## src/rtl/core/dpsr_pkg.sv

```systemverilog
// Shared widths, register indexes and the sequencer control word of the dual PID regulator.
`timescale 1ns / 1ps

package dpsr_pkg;

  // Default values of the top-level parameters.
  localparam int GAIN_FRAC_BITS_DEF = 8;
  localparam int DRIVE_WIDTH_DEF    = 16;

  // Field widths.
  localparam int GAIN_W   = 16;
  localparam int SCALE_W  = 16;
  localparam int LIMIT_W  = 23;
  localparam int IN_W     = 16;
  localparam int OUT_W    = 16;
  localparam int ERR_W    = 18;
  localparam int DIFF_W   = 19;
  localparam int SUM_W    = 24;
  localparam int ACC_W    = 42;
  localparam int SCALE_FRAC = 8;
  localparam int CFG_IDX_W  = 3;
  localparam int CFG_DATA_W = 23;
  localparam int BIT_CNT_W  = $clog2(GAIN_W);

  // Configuration register indexes.
  localparam logic [CFG_IDX_W-1:0] REG_KP_LEFT        = 3'd0;
  localparam logic [CFG_IDX_W-1:0] REG_KI_LEFT        = 3'd1;
  localparam logic [CFG_IDX_W-1:0] REG_KD_LEFT        = 3'd2;
  localparam logic [CFG_IDX_W-1:0] REG_KP_RIGHT       = 3'd3;
  localparam logic [CFG_IDX_W-1:0] REG_KI_RIGHT       = 3'd4;
  localparam logic [CFG_IDX_W-1:0] REG_KD_RIGHT       = 3'd5;
  localparam logic [CFG_IDX_W-1:0] REG_WINDUP_LIMIT   = 3'd6;
  localparam logic [CFG_IDX_W-1:0] REG_SETPOINT_SCALE = 3'd7;

  localparam logic [SCALE_W-1:0] SCALE_RESET = 16'd256;

  // Control word from the sequencer to both wheel datapaths.
  typedef struct packed {
    logic start;      // load target and scale, clear the accumulator
    logic step;       // one shift-add step of the serial multiplier
    logic gain_last;  // current multiplier bit is a signed gain's sign bit
    logic update;     // form error, integrator and difference, load kp
    logic load_i;     // load integrator and ki
    logic load_d;     // load difference and kd
  } dpsr_ctrl_t;

endpackage

```

## src/rtl/core/dpsr_wheel.sv

```systemverilog
// One wheel's PID datapath built around a bit-serial shift-add multiplier.
`timescale 1ns / 1ps

module dpsr_wheel #(
  parameter int GAIN_FRAC_BITS = dpsr_pkg::GAIN_FRAC_BITS_DEF,
  parameter int DRIVE_WIDTH    = dpsr_pkg::DRIVE_WIDTH_DEF
) (
  input  logic                                clk,
  input  logic                                rst,
  input  dpsr_pkg::dpsr_ctrl_t                ctrl,
  input  logic signed [dpsr_pkg::IN_W-1:0]    target,
  input  logic signed [dpsr_pkg::IN_W-1:0]    count,
  input  logic signed [dpsr_pkg::GAIN_W-1:0]  kp,
  input  logic signed [dpsr_pkg::GAIN_W-1:0]  ki,
  input  logic signed [dpsr_pkg::GAIN_W-1:0]  kd,
  input  logic [dpsr_pkg::SCALE_W-1:0]        scale,
  input  logic [dpsr_pkg::LIMIT_W-1:0]        limit,
  output logic signed [dpsr_pkg::OUT_W-1:0]   drive,
  output logic                                clipped
);
  import dpsr_pkg::*;

  localparam logic signed [ACC_W-1:0] DMAX = ACC_W'((64'sd1 <<< (DRIVE_WIDTH - 1)) - 64'sd1);
  localparam logic signed [ACC_W-1:0] DMIN = ACC_W'(-(64'sd1 <<< (DRIVE_WIDTH - 1)));

  logic signed [ACC_W-1:0]  acc;
  logic signed [ACC_W-1:0]  op;
  logic [GAIN_W-1:0]        mult;
  logic signed [IN_W-1:0]   count_r;
  logic signed [SUM_W-1:0]  sum;
  logic signed [ERR_W-1:0]  last_err;
  logic signed [DIFF_W-1:0] diff_r;

  logic signed [ACC_W-1:0]  addend;
  logic signed [25:0]       err_wide;
  logic signed [ERR_W-1:0]  err;
  logic signed [SUM_W:0]    sum_wide;
  logic signed [SUM_W-1:0]  sum_sat;
  logic signed [SUM_W:0]    lim_pos;
  logic signed [SUM_W:0]    lim_neg;
  logic signed [SUM_W-1:0]  sum_next;
  logic signed [DIFF_W-1:0] diff;
  logic signed [ACC_W-1:0]  shifted;
  logic                     fits;

  // Partial product of the current multiplier bit; a signed gain's top bit weighs negative.
  always_comb begin
    if (!mult[0]) begin
      addend = '0;
    end else if (ctrl.gain_last) begin
      addend = -op;
    end else begin
      addend = op;
    end
  end

  // Error from the scaled setpoint, saturated to the error width.
  always_comb begin
    err_wide = $signed({acc[32], acc[32:SCALE_FRAC]}) - $signed({{10{count_r[IN_W-1]}}, count_r});
    if (&err_wide[25:ERR_W-1] || ~|err_wide[25:ERR_W-1]) begin
      err = err_wide[ERR_W-1:0];
    end else if (err_wide[25]) begin
      err = {1'b1, {(ERR_W-1){1'b0}}};
    end else begin
      err = {1'b0, {(ERR_W-1){1'b1}}};
    end
  end

  // Integrator: saturate to its width, then clamp to the windup bound.
  always_comb begin
    sum_wide = $signed({sum[SUM_W-1], sum}) + $signed({{(SUM_W+1-ERR_W){err[ERR_W-1]}}, err});
    if (sum_wide[SUM_W] == sum_wide[SUM_W-1]) begin
      sum_sat = sum_wide[SUM_W-1:0];
    end else if (sum_wide[SUM_W]) begin
      sum_sat = {1'b1, {(SUM_W-1){1'b0}}};
    end else begin
      sum_sat = {1'b0, {(SUM_W-1){1'b1}}};
    end
    lim_pos = $signed({2'b00, limit});
    lim_neg = -lim_pos;
    if ($signed({sum_sat[SUM_W-1], sum_sat}) > lim_pos) begin
      sum_next = lim_pos[SUM_W-1:0];
    end else if ($signed({sum_sat[SUM_W-1], sum_sat}) < lim_neg) begin
      sum_next = lim_neg[SUM_W-1:0];
    end else begin
      sum_next = sum_sat;
    end
  end

  assign diff = $signed({err[ERR_W-1], err}) - $signed({last_err[ERR_W-1], last_err});

  // Serial multiplier, operand loads and the loop state.
  always_ff @(posedge clk) begin
    if (rst) begin
      sum      <= '0;
      last_err <= '0;
    end else if (ctrl.update) begin
      sum      <= sum_next;
      last_err <= err;
    end
    if (ctrl.start) begin
      acc     <= '0;
      op      <= {{(ACC_W-IN_W){target[IN_W-1]}}, target};
      mult    <= scale;
      count_r <= count;
    end else if (ctrl.update) begin
      acc    <= '0;
      op     <= {{(ACC_W-ERR_W){err[ERR_W-1]}}, err};
      mult   <= kp;
      diff_r <= diff;
    end else if (ctrl.load_i) begin
      op   <= {{(ACC_W-SUM_W){sum[SUM_W-1]}}, sum};
      mult <= ki;
    end else if (ctrl.load_d) begin
      op   <= {{(ACC_W-DIFF_W){diff_r[DIFF_W-1]}}, diff_r};
      mult <= kd;
    end else if (ctrl.step) begin
      acc  <= acc + addend;
      op   <= op <<< 1;
      mult <= mult >> 1;
    end
  end

  // Drop the gain fraction and saturate to the drive width.
  always_comb begin
    shifted = acc >>> GAIN_FRAC_BITS;
    fits    = &shifted[ACC_W-1:DRIVE_WIDTH-1] || ~|shifted[ACC_W-1:DRIVE_WIDTH-1];
    clipped = !fits;
    if (fits) begin
      drive = shifted[OUT_W-1:0];
    end else if (shifted[ACC_W-1]) begin
      drive = DMIN[OUT_W-1:0];
    end else begin
      drive = DMAX[OUT_W-1:0];
    end
  end

endmodule

```

## src/rtl/core/dual_pid_speed_regulator_top.sv

```systemverilog
// Top level of the two-wheel PID speed regulator: config registers, sequencer, output register.
//
//   Channel  Direction  Handshake              Word
//   in       input      in_valid / in_ready    target_left/right, count_left/right
//   out      output     out_valid / out_ready  drive_left/right, clipped_left/right
//   cfg      input      cfg_we                 cfg_index, cfg_data
//
// A word passes from acceptance to the output register through four passes of the bit-serial
// multiplier (setpoint scaling, then P, I and D) and the update, two load and finish states;
// the finish state waits while the output register is full, and no new word is taken before idle.
// Both wheels run in lockstep on one sequencer. The next word is accepted once the
// sequencer is idle, even while a result waits in the output register.
// Reset is synchronous; it clears the loop state and restores the config defaults.
`timescale 1ns / 1ps

module dual_pid_speed_regulator_top #(
  parameter int GAIN_FRAC_BITS = dpsr_pkg::GAIN_FRAC_BITS_DEF,
  parameter int DRIVE_WIDTH    = dpsr_pkg::DRIVE_WIDTH_DEF
) (
  input  logic                                  clk,
  input  logic                                  rst,
  input  logic                                  cfg_we,
  input  logic [dpsr_pkg::CFG_IDX_W-1:0]        cfg_index,
  input  logic [dpsr_pkg::CFG_DATA_W-1:0]       cfg_data,
  input  logic                                  in_valid,
  output logic                                  in_ready,
  input  logic signed [dpsr_pkg::IN_W-1:0]      target_left,
  input  logic signed [dpsr_pkg::IN_W-1:0]      target_right,
  input  logic signed [dpsr_pkg::IN_W-1:0]      count_left,
  input  logic signed [dpsr_pkg::IN_W-1:0]      count_right,
  output logic                                  out_valid,
  input  logic                                  out_ready,
  output logic signed [dpsr_pkg::OUT_W-1:0]     drive_left,
  output logic signed [dpsr_pkg::OUT_W-1:0]     drive_right,
  output logic                                  clipped_left,
  output logic                                  clipped_right
);
  import dpsr_pkg::*;

  typedef enum logic [8:0] {
    S_IDLE   = 9'b000000001,
    S_SCALE  = 9'b000000010,
    S_UPDATE = 9'b000000100,
    S_MUL_P  = 9'b000001000,
    S_LOAD_I = 9'b000010000,
    S_MUL_I  = 9'b000100000,
    S_LOAD_D = 9'b001000000,
    S_MUL_D  = 9'b010000000,
    S_FINISH = 9'b100000000
  } state_t;

  state_t                 state;
  state_t                 state_next;
  logic [BIT_CNT_W-1:0]   bit_cnt;
  logic                   cnt_done;
  logic                   out_load;
  dpsr_ctrl_t             ctrl;

  logic signed [GAIN_W-1:0] kp_left;
  logic signed [GAIN_W-1:0] ki_left;
  logic signed [GAIN_W-1:0] kd_left;
  logic signed [GAIN_W-1:0] kp_right;
  logic signed [GAIN_W-1:0] ki_right;
  logic signed [GAIN_W-1:0] kd_right;
  logic [LIMIT_W-1:0]       windup_limit;
  logic [SCALE_W-1:0]       setpoint_scale;

  logic signed [OUT_W-1:0]  drive_l;
  logic signed [OUT_W-1:0]  drive_r;
  logic                     clip_l;
  logic                     clip_r;

  // Configuration registers.
  always_ff @(posedge clk) begin
    if (rst) begin
      kp_left        <= '0;
      ki_left        <= '0;
      kd_left        <= '0;
      kp_right       <= '0;
      ki_right       <= '0;
      kd_right       <= '0;
      windup_limit   <= '0;
      setpoint_scale <= SCALE_RESET;
    end else if (cfg_we) begin
      unique case (cfg_index)
        REG_KP_LEFT:        kp_left        <= cfg_data[GAIN_W-1:0];
        REG_KI_LEFT:        ki_left        <= cfg_data[GAIN_W-1:0];
        REG_KD_LEFT:        kd_left        <= cfg_data[GAIN_W-1:0];
        REG_KP_RIGHT:       kp_right       <= cfg_data[GAIN_W-1:0];
        REG_KI_RIGHT:       ki_right       <= cfg_data[GAIN_W-1:0];
        REG_KD_RIGHT:       kd_right       <= cfg_data[GAIN_W-1:0];
        REG_WINDUP_LIMIT:   windup_limit   <= cfg_data[LIMIT_W-1:0];
        REG_SETPOINT_SCALE: setpoint_scale <= cfg_data[SCALE_W-1:0];
      endcase
    end
  end

  assign in_ready = (state == S_IDLE);
  assign cnt_done = (bit_cnt == BIT_CNT_W'(GAIN_W - 1));
  assign out_load = (state == S_FINISH) && (!out_valid || out_ready);

  // Sequencer next state.
  always_comb begin
    state_next = state;
    unique case (state)
      S_IDLE:   if (in_valid) state_next = S_SCALE;
      S_SCALE:  if (cnt_done) state_next = S_UPDATE;
      S_UPDATE: state_next = S_MUL_P;
      S_MUL_P:  if (cnt_done) state_next = S_LOAD_I;
      S_LOAD_I: state_next = S_MUL_I;
      S_MUL_I:  if (cnt_done) state_next = S_LOAD_D;
      S_LOAD_D: state_next = S_MUL_D;
      S_MUL_D:  if (cnt_done) state_next = S_FINISH;
      S_FINISH: if (out_load) state_next = S_IDLE;
      default:  state_next = S_IDLE;
    endcase
  end

  // Control word for both wheels.
  always_comb begin
    ctrl.start     = in_valid && in_ready;
    ctrl.step      = (state == S_SCALE) || (state == S_MUL_P) ||
                     (state == S_MUL_I) || (state == S_MUL_D);
    ctrl.gain_last = cnt_done && (state != S_SCALE);
    ctrl.update    = (state == S_UPDATE);
    ctrl.load_i    = (state == S_LOAD_I);
    ctrl.load_d    = (state == S_LOAD_D);
  end

  // Sequencer state and multiplier bit counter.
  always_ff @(posedge clk) begin
    if (rst) begin
      state   <= S_IDLE;
      bit_cnt <= '0;
    end else begin
      state <= state_next;
      if (ctrl.step) begin
        bit_cnt <= bit_cnt + BIT_CNT_W'(1);
      end else begin
        bit_cnt <= '0;
      end
    end
  end

  dpsr_wheel #(
    .GAIN_FRAC_BITS (GAIN_FRAC_BITS),
    .DRIVE_WIDTH    (DRIVE_WIDTH)
  ) u_wheel_left (
    .clk     (clk),
    .rst     (rst),
    .ctrl    (ctrl),
    .target  (target_left),
    .count   (count_left),
    .kp      (kp_left),
    .ki      (ki_left),
    .kd      (kd_left),
    .scale   (setpoint_scale),
    .limit   (windup_limit),
    .drive   (drive_l),
    .clipped (clip_l)
  );

  dpsr_wheel #(
    .GAIN_FRAC_BITS (GAIN_FRAC_BITS),
    .DRIVE_WIDTH    (DRIVE_WIDTH)
  ) u_wheel_right (
    .clk     (clk),
    .rst     (rst),
    .ctrl    (ctrl),
    .target  (target_right),
    .count   (count_right),
    .kp      (kp_right),
    .ki      (ki_right),
    .kd      (kd_right),
    .scale   (setpoint_scale),
    .limit   (windup_limit),
    .drive   (drive_r),
    .clipped (clip_r)
  );

  // Output register holds the finished word until it is taken.
  always_ff @(posedge clk) begin
    if (rst) begin
      out_valid <= 1'b0;
    end else if (out_load) begin
      out_valid <= 1'b1;
    end else if (out_ready) begin
      out_valid <= 1'b0;
    end
    if (out_load) begin
      drive_left    <= drive_l;
      drive_right   <= drive_r;
      clipped_left  <= clip_l;
      clipped_right <= clip_r;
    end
  end

endmodule

```

## config.mk

```make
export PLATFORM = sky130hd
export DESIGN_NAME = dual_pid_speed_regulator_top
export DESIGN_NICKNAME = d
export VERILOG_FILES = /design/src/rtl/core/dpsr_pkg.sv /design/src/rtl/core/dpsr_wheel.sv /design/src/rtl/core/dual_pid_speed_regulator_top.sv
export SDC_FILE = /design/constraint.sdc
export NUM_CORES = 2
export LEC_CHECK = 0
export ABC_CLOCK_PERIOD_IN_PS = 8800
export BUFFER_PORTS_ARGS = -buffer_cell sky130_fd_sc_hd__clkbuf_2
export CAP_MARGIN = 0
export CORE_MARGIN = 5
export CORE_UTILIZATION = 35
export DETAILED_ROUTE_END_ITERATION = 10
export GPL_TIMING_DRIVEN = 1
export PLACE_DENSITY_LB_ADDON = 0.08
export SKIP_LAST_GASP = 1
export SLEW_MARGIN = 20
export SYNTH_ARGS = -nofsm -noshare
export SYNTH_HDL_FRONTEND = slang
export SYNTH_SLANG_ARGS = --single-unit
```

## constraint.sdc

```tcl
create_clock -name clk -period 8.8 [get_ports clk]
set_clock_uncertainty 0.2 [all_clocks]
set_input_delay 1.76 -clock clk [delete_from_list [all_inputs] [get_ports clk]]
set_output_delay 1.76 -clock clk [all_outputs]
set_load 0.01 [all_outputs]
```

==> results.cfg <==
[critical_path]
cp_slowest_cell = or4b_4
critPathRequiredTime_ns = 9.22
critical_path.top_delay_family = compound AO/OA/AOI/OAI gates
crit_type = flip-flop to flip-flop
cp-end-kind = flip-flop
cp_max_fo = 6
r2r_end = u_wheel_left.sum[17]
slowest_delay_ns = 0.50
worst_setup_path_start_kind = flip-flop
r2r_setup_slack_ns = -0.35
critPathCapture = u_wheel_left.sum[17]
startpoint = u_wheel_left.count_r[0]
r2r_start = u_wheel_left.count_r[0]
crit_buf_inv = 10
reg2regPathDepth = 45
cp.depth = 45
critPathMostFrequentCell = buf_6
cp.arrival_ns = 9.57

[floorplan]
die_x_microns = 338
start_util = 0.352
core-area_sq_mm = 0.107
die-area_sq_mm = 0.114
num_rows = 120
pin_count = 131
die_h_microns = 338

[finish]
fin_nets = 5445
seqCellArea_sq_mm = 0.0130
stdcell_count = 6484
multi_input_comb_area_sq_mm = 0.0252
drive_gt1_frac = 0.217
syn_to_final_growth_pct = 26.9
num-fill-cells = 10666

[synthesis]
syn_avg_cell_area_sq_um = 8.33
yosys_most_used_dff = dfxtp_1
synth_edf_count = 220
synthesis.nets = 4948
syn-cell-area_sq_mm = 0.0377
synth_top_area_share = 0.175
ys_seq_elements = 537
synth_async_sr_flop_share = 0
synth_cells = 4527
synth.distinct_cells = 90
synth_top_cell_by_area = edfxtp_1
yosysWarnings = 0
seq_area_frac_synth = 0.343
synth.top_cells.by_area = edfxtp_1, dfxtp_1, ha_1

[routing]
via_per_inst = 5.46
drc = 0
final_antenna_net_count = 0
drtIter0Drc = 2281
highest_layer = met4
num_vias = 35408
wl_met2_microns = 62400
wl_met1_microns = 66600
wl_per_cell_microns = 21.5
wl_met3_microns = 6800
wl_microns = 139000
firstDrtPassIters = 5

[run_status]
status = finished with violations
violations = negative setup slack

[sta]
hold_violations = 0
worst_slew_pin_slew_ns = 1.13
rsz0062_at_grt = true
fin_ws_ns = -0.350
relSlewSlack = 0.242
timing.hold.ws_ns = 0.250
setup_violations = 23
fmax_mhz = 109
period_needed_ns = 9.15
period_share = 1.04
slew_violations = 0

[clock_network]
cts_made_buffers = 69
cts_buffer_depth = 3
htree_levels = 3
cts_tree = built
ctsRootBufferMaster = clkbuf_16
clk_pin_slew_ns = 0.06
clock_sinks = 537
clk_latency_ns = 0.68

[global_route]
grt_pass1_wl_microns = 209000
track_usage = 0.231
grt_max_degree = 90
antenna_found_initial = 2
grt_pass1_vias = 34040
overflow = 0

[pwr]
power_density_mw_per_mm2 = 285
leakagePower_nw = 19.6
max-vdd-ir-drop_v = 0.000181
fin_total_pwr_mw = 13.6

[min_path]
min_path_type = flip-flop to flip-flop

[placed_design]
place.gp.congestion = 0.876
numPlacedInstances = 6269
hpwl_microns = 102000
io_buffers = 130

[run]
maxCapViolations = 0
cell type report:
type	instances	area share
Tap cell	1403	0.0367
Timing Repair Buffer	662	0.106
Antenna cell	1	0.0000523
Clock buffer	94	0.0391
Sequential cell	537	0.271
Clock inverter	33	0.00638
Multi-Input combinational cell	3555	0.525
Inverter	199	0.0157
registers in the layout (all words and copies together), names as in the netlist, 18 cells and up:
| register | flops |
|---|---|
| u_wheel_left.op | 42 |
| u_wheel_left.last_err | 18 |
| u_wheel_right.acc | 42 |
| u_wheel_left.diff_r | 19 |
| u_wheel_right.sum | 24 |
| u_wheel_right.diff_r | 19 |
| windup_limit | 23 |
| u_wheel_right.last_err | 18 |
| u_wheel_left.acc | 42 |
| u_wheel_right.op | 42 |
| u_wheel_left.sum | 24 |
cells in the mapped netlist, types with 89 or more instances:
master / number
and2_1: 89
xor2_1: 93
clkbuf_1: 207
xnor2_1: 159
nor2_1: 330
o21ai_0: 319
inv_1: 198
edfxtp_1: 220
ha_1: 318
a21oi_1: 471
dfxtp_1: 317
a21o_1: 190
nand2_1: 572
worst min-delay path, stage by stage (launching register included):
cell,delay (ns)
dfxtp_1,0.32
nand2_1,0.04
o21ai_0,0.05
stage by stage:
stage	cell area (sq um)	worst slack (ns)	util	TNS (ns)
6_report	47900	-0.350	0.447	-6.16
2_1_floorplan	37800	0.0150	-	0
3_5_place_dp	42800	-1.14	0.400	-39.99
4_1_cts	46000	-0.406	0.430	-8.13
5_1_grt	47900	-0.704	0.447	-19.01
3_3_place_gp	42800	-1.12	0.400	-37.49
per-layer routing:
layer	up-vias	track usage
met5	-	0
met1	16992	0.332
li1	17415	-
met3	181	0.0298
met2	820	0.367
met4	0	0.0618
logic make-up after synthesis:
| group | count (synthesis) | synth area share |
|---|---|---|
| AND/OR/NAND/NOR | 1434 | 0.176 |
| buffers and inverters | 436 | 0.0442 |
| flip-flops | 537 | 0.343 |
| AO/OA/AOI/OAI | 1465 | 0.248 |
| adder cells (fa/ha/maj) | 326 | 0.110 |
| multiplexers | 77 | 0.0205 |
| XOR/XNOR | 252 | 0.0585 |
worst min-delay path by stage:
stage | start | slack (ns) | cells after the start | end
finish | u_wheel_right.last_err[8] | 0.25 | 2 | u_wheel_right.last_err[8]
global route | kp_left[13] | 0.27 | 2 | kp_left[13]
CTS | kp_right[0] | 0.25 | 2 | kp_right[0]
detailed placement | u_wheel_right.last_err[14] | 0.24 | 2 | u_wheel_right.last_err[14]
global placement | u_wheel_right.last_err[6] | 0.24 | 2 | u_wheel_right.last_err[6]
floorplan | u_wheel_right.last_err[10] | 0.23 | 2 | u_wheel_right.last_err[10]
power by group:
part           switching [mW]  internal (mW)  total [mW]  leakage, nW
registers               0.233           3.02        3.25         4.63
clock network            1.24           1.55        2.79         1.07
logic                    4.09           3.50        7.60         13.9
total                    5.57           8.07        13.6         19.6
placed cells by master (no fill, tap or decap), types with 158 or more instances in the layout:
master    instances
a21oi_1         421
nor2_1          294
o21ai_0         253
edfxtp_1        220
xnor2_1         158
nand2_1         559
inv_1           193
a21o_1          190
buf_4           460
ha_1            284
dfxtp_1         315
what timing repair did:
item / in CTS / in global routing
resized for setup: 173 / 295
endpoints found under the setup margin: 48 / 48
gates cloned: 5 / 3
pin swaps: 66 / 133
hold endpoints to repair: 0 / 0
hold buffers: 0 / 0
buffers inserted: 35 / 52
Note: power is estimated with default switching activity, not from simulation.
